`src/rtl/core/abbi_pkg.sv`:
```
// Package for the adaptive block bit inverter: widths, register indexes,
// configuration struct and the small helper functions used by the encoder.
// No dependencies.
package abbi_pkg;

  // Largest block in bits and the derived widths
  localparam int unsigned MaxBlock  = 64;
  localparam int unsigned SizeW     = 7;
  localparam int unsigned CntW      = $clog2(MaxBlock + 1);
  localparam int unsigned PosW      = $clog2(MaxBlock);
  localparam int unsigned CfgIdxW   = 1;
  localparam int unsigned CfgDataW  = 7;

  localparam logic [SizeW-1:0] SizeReset = SizeW'(4);

  // Register indexes on the configuration port
  typedef enum logic [CfgIdxW-1:0] {
    CFG_BLOCK_SIZE = 1'b0,
    CFG_METHOD     = 1'b1
  } abbi_cfg_idx_e;

  // Encoding methods
  typedef enum logic {
    METHOD_ADAPTIVE = 1'b0,
    METHOD_ROTATE   = 1'b1
  } abbi_method_e;

  // Live configuration seen by the encoder
  typedef struct packed {
    logic [SizeW-1:0] size;
    abbi_method_e     method;
  } abbi_cfg_t;

  // Clamp the block size register into 1..MaxBlock
  function automatic logic [SizeW-1:0] eff_size(input logic [SizeW-1:0] raw_size);
    logic [SizeW-1:0] n;
    n = raw_size;
    if (n == '0) begin
      n = SizeW'(1);
    end else if (n > SizeW'(MaxBlock)) begin
      n = SizeW'(MaxBlock);
    end
    return n;
  endfunction

  // Ones in the low n bit positions
  function automatic logic [MaxBlock-1:0] low_mask(input logic [SizeW-1:0] n);
    logic [MaxBlock-1:0] m;
    for (int j = 0; j < MaxBlock; j++) begin
      m[j] = (SizeW'(j) < n);
    end
    return m;
  endfunction

  // Count the set bits of a block
  function automatic logic [CntW-1:0] ones_count(input logic [MaxBlock-1:0] x);
    logic [CntW-1:0] c;
    c = '0;
    for (int j = 0; j < MaxBlock; j++) begin
      c = c + CntW'(x[j]);
    end
    return c;
  endfunction

  // Residue of a block size modulo three, as a small lookup
  function automatic logic [1:0] size_mod3(input logic [SizeW-1:0] n);
    logic [1:0] r;
    r = '0;
    for (int k = 0; k <= MaxBlock; k++) begin
      if (n == SizeW'(k)) begin
        r = 2'(k % 3);
      end
    end
    return r;
  endfunction

endpackage

```
`src/rtl/core/abbi_in_stage.sv`:
```
// Input register of the adaptive block bit inverter: holds one accepted item
// until the encode stage takes it. Depends on abbi_pkg.
module abbi_in_stage import abbi_pkg::*; (
  input  logic                clk_i,
  input  logic                rst_ni,
  input  logic                in_valid_i,
  output logic                in_ready_o,
  input  logic [MaxBlock-1:0] block_bits_i,
  input  logic                start_of_line_i,
  input  logic                take_i,
  output logic                valid_o,
  output logic [MaxBlock-1:0] bits_o,
  output logic                start_o
);

  logic                valid_q, valid_d;
  logic [MaxBlock-1:0] bits_q;
  logic                start_q;
  logic                load;

  // Accept when empty or when the held item moves on this cycle
  assign in_ready_o = !valid_q || take_i;
  assign load       = in_valid_i && in_ready_o;

  always_comb begin
    valid_d = valid_q;
    if (load) begin
      valid_d = 1'b1;
    end else if (take_i) begin
      valid_d = 1'b0;
    end
  end

  always_ff @(posedge clk_i or negedge rst_ni) begin
    if (!rst_ni) begin
      valid_q <= 1'b0;
    end else begin
      valid_q <= valid_d;
    end
  end

  // Capture the payload of a new item
  always_ff @(posedge clk_i) begin
    if (load) begin
      bits_q  <= block_bits_i;
      start_q <= start_of_line_i;
    end
  end

  assign valid_o = valid_q;
  assign bits_o  = bits_q;
  assign start_o = start_q;

endmodule

```
`src/rtl/core/abbi_encoder.sv`:
```
// Combinational block encoder: adaptive inversion against the previous raw
// block, or a one-bit rotate in stream order. Depends on abbi_pkg.
module abbi_encoder import abbi_pkg::*; (
  input  abbi_cfg_t           cfg_i,
  input  logic [MaxBlock-1:0] bits_i,
  input  logic                start_i,
  input  logic [MaxBlock-1:0] prev_i,
  output logic [MaxBlock-1:0] raw_o,
  output logic [MaxBlock-1:0] enc_o
);

  logic [SizeW-1:0]    n;
  logic [PosW-1:0]     top_pos;
  logic [MaxBlock-1:0] mask;
  logic [MaxBlock-1:0] raw;
  logic [CntW-1:0]     ones;
  logic [CntW:0]       ones_x2;
  logic [1:0]          n_mod3;
  logic [MaxBlock-1:0] every2;
  logic [MaxBlock-1:0] every3;
  logic [MaxBlock-1:0] rot;
  logic [MaxBlock-1:0] enc;

  assign n       = eff_size(cfg_i.size);
  assign top_pos = PosW'(n - SizeW'(1));
  assign mask    = low_mask(n);
  assign raw     = bits_i & mask;
  assign ones    = ones_count(prev_i & mask);
  assign ones_x2 = {ones, 1'b0};
  assign n_mod3  = size_mod3(n);

  // Stream position i sits at bit n-1-i: every p-th stream bit is a bit j
  // with j congruent to n modulo p
  always_comb begin
    for (int j = 0; j < MaxBlock; j++) begin
      every2[j] = (1'(j % 2) == n[0]);
      every3[j] = (2'(j % 3) == n_mod3);
    end
  end

  // Rotate right by one within the block
  assign rot = (raw >> 1) | (MaxBlock'(raw[0]) << top_pos);

  // Pick the transform
  always_comb begin
    if (cfg_i.method == METHOD_ROTATE) begin
      enc = rot;
    end else if (start_i) begin
      enc = ~raw;
    end else if (ones_x2 == (CntW + 1)'(n)) begin
      enc = ~raw;
    end else if (ones_x2 < (CntW + 1)'(n)) begin
      enc = raw ^ every2;
    end else begin
      enc = raw ^ every3;
    end
  end

  assign raw_o = raw;
  assign enc_o = enc & mask;

endmodule

```
`src/rtl/core/adaptive_block_bit_inverter_top.sv`:
```
// Top level of the adaptive block bit inverter: configuration registers,
// block history and result register. Depends on abbi_pkg, abbi_in_stage
// and abbi_encoder.
//
//   channel  | signals                                   | direction
//   ---------+-------------------------------------------+----------
//   in       | in_valid_i, in_ready_o, block_bits_i,     | input
//            | start_of_line_i                           |
//   out      | out_valid_o, out_ready_i, encoded_bits_o  | output
//   cfg      | cfg_we_i, cfg_index_i, cfg_data_i         | input
//
// An item passes from acceptance into the input register, then through the
// encoder into the result register. One item per cycle is sustained while
// the output is taken; the encode step (popcount of the previous block and the
// invert mask) is the one logic stage. Reset clears the valid flags, the
// history block and the configuration (block size 4, method 0). A stalled
// output holds both registers; the input side keeps accepting while the input
// register is free.
module adaptive_block_bit_inverter_top import abbi_pkg::*; (
  input  logic                clk_i,
  input  logic                rst_ni,
  input  logic                in_valid_i,
  output logic                in_ready_o,
  input  logic [MaxBlock-1:0] block_bits_i,
  input  logic                start_of_line_i,
  output logic                out_valid_o,
  input  logic                out_ready_i,
  output logic [MaxBlock-1:0] encoded_bits_o,
  input  logic                cfg_we_i,
  input  logic [CfgIdxW-1:0]  cfg_index_i,
  input  logic [CfgDataW-1:0] cfg_data_i
);

  abbi_cfg_t           cfg_q;
  logic [MaxBlock-1:0] prev_q;
  logic                out_valid_q, out_valid_d;
  logic [MaxBlock-1:0] out_bits_q;

  logic                s1_valid;
  logic [MaxBlock-1:0] s1_bits;
  logic                s1_start;
  logic                advance;
  logic [MaxBlock-1:0] raw;
  logic [MaxBlock-1:0] enc;

  // Configuration writes
  always_ff @(posedge clk_i or negedge rst_ni) begin
    if (!rst_ni) begin
      cfg_q.size   <= SizeReset;
      cfg_q.method <= METHOD_ADAPTIVE;
    end else if (cfg_we_i) begin
      unique case (abbi_cfg_idx_e'(cfg_index_i))
        CFG_BLOCK_SIZE: cfg_q.size   <= cfg_data_i[SizeW-1:0];
        CFG_METHOD:     cfg_q.method <= abbi_method_e'(cfg_data_i[0]);
        default:        cfg_q        <= cfg_q;
      endcase
    end
  end

  // Move an item to the result register when it is empty or being taken
  assign advance = s1_valid && (!out_valid_q || out_ready_i);

  abbi_in_stage u_in_stage (
    .clk_i           (clk_i),
    .rst_ni          (rst_ni),
    .in_valid_i      (in_valid_i),
    .in_ready_o      (in_ready_o),
    .block_bits_i    (block_bits_i),
    .start_of_line_i (start_of_line_i),
    .take_i          (advance),
    .valid_o         (s1_valid),
    .bits_o          (s1_bits),
    .start_o         (s1_start)
  );

  abbi_encoder u_encoder (
    .cfg_i   (cfg_q),
    .bits_i  (s1_bits),
    .start_i (s1_start),
    .prev_i  (prev_q),
    .raw_o   (raw),
    .enc_o   (enc)
  );

  always_comb begin
    out_valid_d = out_valid_q;
    if (advance) begin
      out_valid_d = 1'b1;
    end else if (out_ready_i) begin
      out_valid_d = 1'b0;
    end
  end

  // Advance the history with the raw block of each encoded item
  always_ff @(posedge clk_i or negedge rst_ni) begin
    if (!rst_ni) begin
      out_valid_q <= 1'b0;
      prev_q      <= '0;
    end else begin
      out_valid_q <= out_valid_d;
      if (advance) begin
        prev_q <= raw;
      end
    end
  end

  // Hold the result until taken
  always_ff @(posedge clk_i) begin
    if (advance) begin
      out_bits_q <= enc;
    end
  end

  assign out_valid_o    = out_valid_q;
  assign encoded_bits_o = out_bits_q;

endmodule
```
`config.mk`:
```
export PLATFORM = sky130hd
export DESIGN_NAME = adaptive_block_bit_inverter_top
export DESIGN_NICKNAME = d
export VERILOG_FILES = /design/src/rtl/core/abbi_pkg.sv /design/src/rtl/core/abbi_in_stage.sv /design/src/rtl/core/abbi_encoder.sv /design/src/rtl/core/adaptive_block_bit_inverter_top.sv
export SDC_FILE = /design/constraint.sdc
export NUM_CORES = 1
export LEC_CHECK = 0
export ABC_AREA = 1
export BUFFER_PORTS_ARGS = -buffer_cell sky130_fd_sc_hd__buf_4
export CORE_MARGIN = 4
export CORE_UTILIZATION = 41
export DETAILED_ROUTE_END_ITERATION = 6
export GPL_TIMING_DRIVEN = 1
export HOLD_SLACK_MARGIN = 0.05
export PLACE_DENSITY = 0.7
export RECOVER_POWER = 50
export SYNTH_ARGS = -nofsm -noshare
export SYNTH_HDL_FRONTEND = slang
export SYNTH_SLANG_ARGS = --single-unit
```
`constraint.sdc`:
```
create_clock -name clk_i -period 8.92 [get_ports clk_i]
set_input_delay 1.784 -clock clk_i [delete_from_list [all_inputs] [get_ports clk_i]]
set_output_delay 1.784 -clock clk_i [all_outputs]
set_load 0.1 [all_outputs]
```
# --- Word-level counts from Yosys, hierarchy flattened ---
# Index checks and enable logic that the tools add are counted.
word_totals:
  regBits: 203
  out_inout_bits: 66
  wordCells: 301
  in_bits: 78
classes:
  eq_ne: 67
  n_bitwise: 9
  reduce_logical: 12
  addsub: 64
  n_shift: 1
  magnitude_cmp: 66
  muxes: 74
ops:
  columns: ["cell", "count"]
  rows:
  - ["adder 7 x 1 -> 7 bit", 62]
  - ["two-way mux 64 bit", 4]
  - ["equality test 7 x 6 -> 1 bit (second input constant)", 32]
  - ["less-than comparator 6 x 7 -> 1 bit (first input constant)", 32]
  - ["bitwise AND 64 bit", 3]
  - ["XOR 64 bit", 2]
  - ["two-way mux 2 bit", 63]
  - ["equality test 7 x 5 -> 1 bit (second input constant)", 16]
  - ["less-than comparator 5 x 7 -> 1 bit (first input constant)", 16]
  - ["NOT 64 bit", 1]
  - ["OR 63 x 64 -> 64 bit", 1]
  - ["left shift 1 x 6 -> 64 bit", 1]
  - ["equality test 7 x 4 -> 1 bit (second input constant)", 8]
  - ["less-than comparator 4 x 7 -> 1 bit (first input constant)", 8]
  - ["equality test 7 x 3 -> 1 bit (second input constant)", 4]
  - ["less-than comparator 3 x 7 -> 1 bit (first input constant)", 4]
  - ["equality test 7 x 2 -> 1 bit (second input constant)", 2]
  - ["less-than comparator 1 x 7 -> 1 bit (first input constant)", 2]
  - ["less-than comparator 2 x 7 -> 1 bit (first input constant)", 2]
  - ["two-way mux 7 bit", 2]
  - ["equality test 8 x 7 -> 1 bit", 1]
  - ["less-than comparator 8 x 7 -> 1 bit", 1]
  - ["equality test 7 x 1 -> 1 bit (second input constant)", 1]
  - ["equality test 7 bit (second input constant)", 1]
  - ["other kinds (14)", 24]

# --- Longest topological paths before layout ---
# Gate-level depths: netlist of run 1.
logic_depth:
  depth_word: 75
  ltp_mapped: 51
  depth_no_buf: 48

# --- By module ---
# Synthesis of run 1 repeated with hierarchy kept, for this count alone.
hier_totals:
  cells_unflattened: 1729
  area_unflattened_um2: 13643.1
by_module_without_submodules:
  columns: ["mod", "cells_each", "instances", "area_each_um2", "seq_area_each_um2"]
  rows:
  - ["abbi_encoder", 1276, 1, 6806.5, 0.0]
  - ["adaptive_block_bit_inverter_top", 382, 1, 4839.6, 3749.8]
  - ["abbi_in_stage", 71, 1, 1996.9, 1976.9]

# --- Worst setup path before layout of run 1 ---
# No wires, ideal clock.
synth_timing:
  kind: "reg-to-reg"
  start: "reg cfg_q[7] (netlist name)"
  end: "reg out_bits_q[28], in the netlist encoded_bits_o[28], data pin"
  stages_incl_launch_ff: 43
  period_less_slack_ns: 9.369
  required_time_ns: 8.669
  path_slack_ns: -0.449
  arrival_ns: 9.117
  setup_time_ns: 0.251
  path_cell_list: "dfrtp_1 buf_6 inv_4 buf_8 nand2_4 o21ai_2 nand2_1 inv_1 nor2_1 inv_1 o21ai_1 clkbuf_1 nor2_1 fa_1 inv_1 fa_1 fa_1 inv_1 (+7 left out) fa_1 o21ai_0 xor2_1 inv_1 ha_1 a21oi_1 nor2_1 a211oi_1 nand3_1 inv_1 nand2_1 nand2_2 nand2_4 buf_6 nand2_1 nand3_1 nand3_1 inv_1"
synth_between:
  elab_chain_cells: 75
  elab_cells_between_ends: 276
synth_rtl:
  columns: ["item", "line", "source"]
  rows:
  - ["start: declaration", "adaptive_block_bit_inverter_top.sv:34", "abbi_cfg_t cfg_q;"]
  - ["start signal: assignment", "adaptive_block_bit_inverter_top.sv:55", "default: cfg_q <= cfg_q;"]
  - ["> comparator 7 bit", "abbi_pkg.sv:40", "end else if (n > SizeW'(MaxBlock)) begin"]
  - ["two-way mux 7 bit", "abbi_pkg.sv:40", null]
  - ["two-way mux 7 bit (*)", "abbi_pkg.sv:38", "if (n == '0) begin"]
  - ["branches (longest 71 deep; another with less-than comparator 1 x 7 -> 1 bit)", null, null]
  - ["bitwise AND 64 bit (*)", "abbi_encoder.sv:60", "assign enc_o = enc & mask;"]
  - ["named net enc[28]", "adaptive_block_bit_inverter_top.sv:44", "logic [MaxBlock-1:0] enc;"]
  - ["end signal: assignment", "adaptive_block_bit_inverter_top.sv:110", "out_bits_q <= enc;"]
  - ["end: declaration", "adaptive_block_bit_inverter_top.sv:37", "logic [MaxBlock-1:0] out_bits_q;"]
# Mark *: on every way through the listed nets, which the timed path passes.
# A chain may end at the register's enable or synchronous reset.

# --- Worst setup path after layout of run 1 ---
layout_timing:
  start: "reg cfg_q[2] (netlist name)"
  end: "reg out_bits_q[1], in the netlist encoded_bits_o[1], data pin"
# Same word-level chain as after synthesis.

==> metrics.cfg, run 1 <==
[clock_tree]
clock_tree.buffer_depth = 3
clock_slew_at_reported_path_ffs_ps = 60
h-tree-depth = 1
worst_skew_pair.late_latency_ps = 530
cts_buffers = 25
clock-root-buffer = clkbuf_16
tritoncts = done
clkSinkCount = 203
ctsHoldBuffers = 0

[synth]
postSynth.asyncResetShare = 0.365
post_synth_instance_area_mm2 = 0.0130
synth-simple-area-share = 0.232
synth_compound_area_frac = 0.104
post_synth_xor_area_fraction = 0.00472
ys_dominant_reg_cell = edfxtp_1
synth.ff_latch_count = 203
ys_seq_area_frac = 0.441
netlist-cell-type-count = 40
synthesis.yosys.warnings = 0
syn-num-nets = 1749
synth_top_family_by_area = simple AND/OR/NAND/NOR gates
synthCells = 1591
synth_adder_area_share = 0.108
postSynthAreaPerCell_um2 = 8.17
synthMuxAreaShare = 0.00173
number_of_flops_mapped_to_enable_cells_by_yosys = 129

[global_route]
via_count_of_the_first_global_routing_pass = 12100
number_of_antenna_violations_at_the_first_check_in_global_routing = 1
grt.overflow.total = 0
grt_start_max_net_pins = 73
global_route.usage.total = 0.290
grt_pass1_wl_mm = 74.6

[timing]
relative_max_transition_margin = -2.09
setup_slack_ps = -173
worst_tran_pin_value_ps = 4630
hold_viol = 0
final_setup_violation_count = 64
maxSlewViolCount = 206
max_clock_freq_mhz = 110
setup-tns-final_ps = -4210
post_route_fraction_of_the_period_consumed_by_the_critical_path = 1.02
finalCriticalPeriod_ps = 9090
clock_skew_ps = 18.1
worst_hold_margin_ps = 489
setup_repair_after_global_routing_missed_its_margin = yes

[worst_hold_path]
min-delay-start = prev_q[43]
count_of_cells_along_the_worst_hold_path = 2
worst_hold_path_ep = prev_q[43]
hold_path_class = reg -> reg

[critical_path]
timing.rr.end = encoded_bits_o[1]
worst-r2r-setup-slack_ps = -170
timing.critical_path.arrival_ps = 9360
worst_reg_to_reg_cells = 38
critical_path.max_fanout = 11
reg_to_reg_startpoint = cfg_q[2]
critical_path.max_stage_delay_ps = 530
crit_type = reg -> reg
cp-start-kind = register
critPathSlowestCell = fa_2
endpoint_kind = register
crit_path_frequent_cell = fa_1
cp_data_required_time_ps = 9180

[drt]
drt_iter0_markers = 1621
drt_first_pass_iters = 7
routedWlPerCell_um = 21.9
drc = 1
num_vias = 12600
ant_nets = 0
drt-total-wl_mm = 50.6
detail_route.vias_per_cell = 5.46

[place]
dp_hpwl_mm = 39.1
numPortBuffers = 143
place_inst = 2253
gp_congestion = 1.04

[cells_and_area]
final_util = 0.556
n_antenna_cell = 0
final-instance-count-excl-fill = 2313
layout_commonest_cell = nand2_1
area_growth_syn_to_layout_pct = 32.2
layout_common_cells = nand2_1, inv_1, buf_4
layout-drive-gt1-share = 0.270
finalNetCount = 2057

[floorplanning]
initial_utilization = 0.420
horiz_die_dim_um = 186
core_area_mm2 = 0.0309
num_rows = 64
die_y_um = 186
top_level_ports = 144
floorplan.die_area_mm2 = 0.0346

[status]
outcome = complete, but fails checks
failing_checks = design-rule violations, max-capacitance violations, max-slew violations, negative setup slack

[run]
number_of_violations_of_the_max_capacitance_limit = 3

cell families after synthesis:
family | count (synthesis)
xor gates and xnor gates | 7
and+or+nand+nor | 700
AOI/OAI and AO/OA | 249
DFF | 203
muxes | 2
adders and majority gates | 80
buffers and inverters | 350
synth_stat cells (all sizes together) (2+ instances only):
master	instances	area, um^2
ha	26	325
buf	26	181
xor2	4	35.0
mux2	2	22.5
clkbuf	40	151
nand3	92	470
nor3	4	20.0
a31oi	51	319
o21a	2	15.0
a32oi	5	43.8
nor2	118	485
a311oi	2	17.5
fa	54	1080
o211ai	2	15.0
nand2	422	1640
clkinv	2	7.51
nand4	63	394
o21ai	132	664
edfxtp	129	3870
dfrtp	73	1830
inv	282	1060
xnor2	3	26.3
a21oi	54	270
cell type report:
class	instances	area (um^2)
inverter	284	1070
multi-input combinational	1038	6360
sequential	203	5730
timing repair buffer	347	2680
tap	396	495
clock buffer	37	712
clock inverter	8	130
fill	2923	13700
through the flow:
stage | instance area, um^2 | setup WS, ps
finish | 17200 | -173
global route | 17200 | -439
CTS | 16800 | -31.4
detailed placement | 15800 | -741
global placement | 15800 | -627
floorplan | 13000 | 21.0
how the worst max path moves through the flow:
| stage | start | end | cells after the start |
|---|---|---|---|
| floorplan | cfg_q[7] | encoded_bits_o[28] | 42 |
| global placement | cfg_q[5] | encoded_bits_o[1] | 39 |
| detailed placement | cfg_q[4] | encoded_bits_o[1] | 39 |
| CTS | cfg_q[3] | encoded_bits_o[57] | 39 |
| global route | cfg_q[2] | encoded_bits_o[1] | 38 |
| finish | cfg_q[2] | encoded_bits_o[1] | 38 |
timing repair:
action                                  CTS  global route
pin swaps                                17            36
endpoints found under the setup margin   64            64
resized for setup                        52            88
buffers inserted                          5            10
state kept, by name, indices dropped and copies added (netlist names):
| signal | flops |
|---|---|
| u_in_stage.valid_o | 1 |
| u_in_stage.bits_o | 64 |
| out_valid_o | 1 |
| u_in_stage.start_o | 1 |
| prev_q | 64 |
| cfg_q | 8 |
| encoded_bits_o | 64 |
critical path: cells and delay by family (launching register included):
kind	cells	cell delay, ps
xor gates and xnor gates	1	170
DFF	1	370
buffers and inverters	8	890
AOI/OAI and AO/OA	5	1120
and+or+nand+nor	13	1420
adders and majority gates	11	4820
per-layer routing:
| metal | up-vias | track usage | wire length [um] |
|---|---|---|---|
| met1 | 5915 | 0.430 | 21900 |
| met3 | 143 | 0.0784 | 5740 |
| met4 | 0 | 0.0947 | 2120 |
| li1 | 5804 | - | - |
| met5 | - | 0 | 0 |
| met2 | 776 | 0.410 | 20800 |
Power of run 1 is left out: the tool's default activity adds up to more than one toggle a clock period on the data nets, which glitch-free logic cannot reach.
==> run 2, diff against run 1 <==
--- a/config.mk
+++ b/config.mk
@@ -8,10 +8,11 @@
 export ABC_AREA = 1
 export BUFFER_PORTS_ARGS = -buffer_cell sky130_fd_sc_hd__buf_4
+export CORE_ASPECT_RATIO = 1.4
 export CORE_MARGIN = 4
-export CORE_UTILIZATION = 41
+export CORE_UTILIZATION = 40
 export DETAILED_ROUTE_END_ITERATION = 6
 export GPL_TIMING_DRIVEN = 1
 export HOLD_SLACK_MARGIN = 0.05
-export PLACE_DENSITY = 0.7
+export PLACE_DENSITY = 0.69
 export RECOVER_POWER = 50
 export SYNTH_ARGS = -nofsm -noshare
==> constraint.sdc (replaced) <==
create_clock -name clk_i -period 8.92 [get_ports clk_i]
set_input_delay 0.892 -clock clk_i [delete_from_list [all_inputs] [get_ports clk_i]]
set_output_delay 0.892 -clock clk_i [all_outputs]
set_load 0.1 [all_outputs]
==> metrics.cfg, run 2 (synthesized netlist as in run 1, its figures left out) <==
[clock_tree]
cts_buffers = 23
h-tree-depth = 1
clock_slew_at_reported_path_ffs_ps = 60
clkSinkCount = 203
clock_tree.buffer_depth = 3
ctsHoldBuffers = 0
worst_skew_pair.late_latency_ps = 560
clock-root-buffer = clkbuf_16
tritoncts = done

[global_route]
global_route.usage.total = 0.285
grt.overflow.total = 0
via_count_of_the_first_global_routing_pass = 12500
number_of_antenna_violations_at_the_first_check_in_global_routing = 0
grt_pass1_wl_mm = 77.0
grt_start_max_net_pins = 70

[floorplanning]
top_level_ports = 144
die_y_um = 221
floorplan.die_area_mm2 = 0.0355
initial_utilization = 0.409
core_area_mm2 = 0.0318
num_rows = 77
horiz_die_dim_um = 160

[timing]
relative_max_transition_margin = -1.48
hold_viol = 0
maxSlewViolCount = 143
max_clock_freq_mhz = 109
clock_skew_ps = 22.4
worst_hold_margin_ps = 488
setup_repair_after_global_routing_missed_its_margin = yes
final_setup_violation_count = 64
setup-tns-final_ps = -8840
worst_tran_pin_value_ps = 3720
setup_slack_ps = -259
finalCriticalPeriod_ps = 9180
post_route_fraction_of_the_period_consumed_by_the_critical_path = 1.03

[critical_path]
endpoint_kind = register
timing.critical_path.arrival_ps = 9470
cp-start-kind = register
crit_path_frequent_cell = fa_1
critical_path.max_stage_delay_ps = 630
critPathSlowestCell = fa_1
critical_path.max_fanout = 7
cp_data_required_time_ps = 9210
crit_type = reg -> reg

[status]
outcome = complete, but fails checks
failing_checks = max-capacitance violations, max-slew violations, negative setup slack

[drt]
drt-total-wl_mm = 51.5
detail_route.vias_per_cell = 5.40
drt_first_pass_iters = 5
routedWlPerCell_um = 22.2
num_vias = 12500
drc = 0
ant_nets = 0
drt_iter0_markers = 1180

[place]
post_dp_cell_area_mm2 = 0.0157
numPortBuffers = 143
dp_hpwl_mm = 39.5
gp_congestion = 1.01

[cells_and_area]
n_antenna_cell = 0
layout_common_cells = nand2_1, inv_1, buf_4
total_non_filler_cell_area_in_the_finished_layout_mm2 = 0.0172
layout-drive-gt1-share = 0.275
area_growth_syn_to_layout_pct = 32.5
layout_commonest_cell = nand2_1
finalNetCount = 2062
final_util = 0.541

[worst_hold_path]
hold_path_class = reg -> reg

[run]
number_of_violations_of_the_max_capacitance_limit = 3

run 2: area by class of cell:
class	count	area, um^2
fill	3029	14600
inverter	284	1080
timing repair buffer	354	2790
clock buffer	28	646
multi-input combinational	1038	6350
tap	395	494
sequential	203	5730
clock inverter	14	130
run 2: path summary, 6_finish.rpt:
path                            start            endpoint  slack (ps)  cells past startpoint
min                        prev_q[57]          prev_q[57]         490                      2
max in group asynchronous      rst_ni           prev_q[2]        4490                      2
max reg2reg                  cfg_q[1]  encoded_bits_o[61]        -260                     40
min in group asynchronous      rst_ni            cfg_q[0]        1100                      1
max                          cfg_q[1]  encoded_bits_o[61]        -260                     40
min reg2reg                prev_q[57]          prev_q[57]         490                      2
run 2: stage by stage:
step | setup WS [ps] | instances
finish | -259 | 2316
global route | -465 | 2316
CTS | -152 | 2310
detailed placement | -760 | 2244
global placement | -584 | 2244
floorplan | 21.0 | 1591
run 2: metal layers:
metal,share of wire,GRT usage,vias to the layer above
met4,0.060,0.137,0
met1,0.40,0.385,5954
met3,0.076,0.0383,149
met2,0.46,0.453,601
li1,-,-,5802
met5,0,0,-
run 2: repair_timing:
item,4_1_cts,5_1_grt
setup buffers,25,6
gates cloned,0,1
endpoints found under the setup margin,64,64
resized for setup,97,55
pin swaps,55,38
run 2: critical path, delay by kind of cell (launching register included):
family / cells / cell delay [ps]
xor gates and xnor gates: 1 / 170
adders and majority gates: 11 / 5250
and+or+nand+nor: 12 / 1180
buffers and inverters: 11 / 1130
DFF: 1 / 410
AOI/OAI and AO/OA: 5 / 760
Power of run 2 is left out for the same reason.
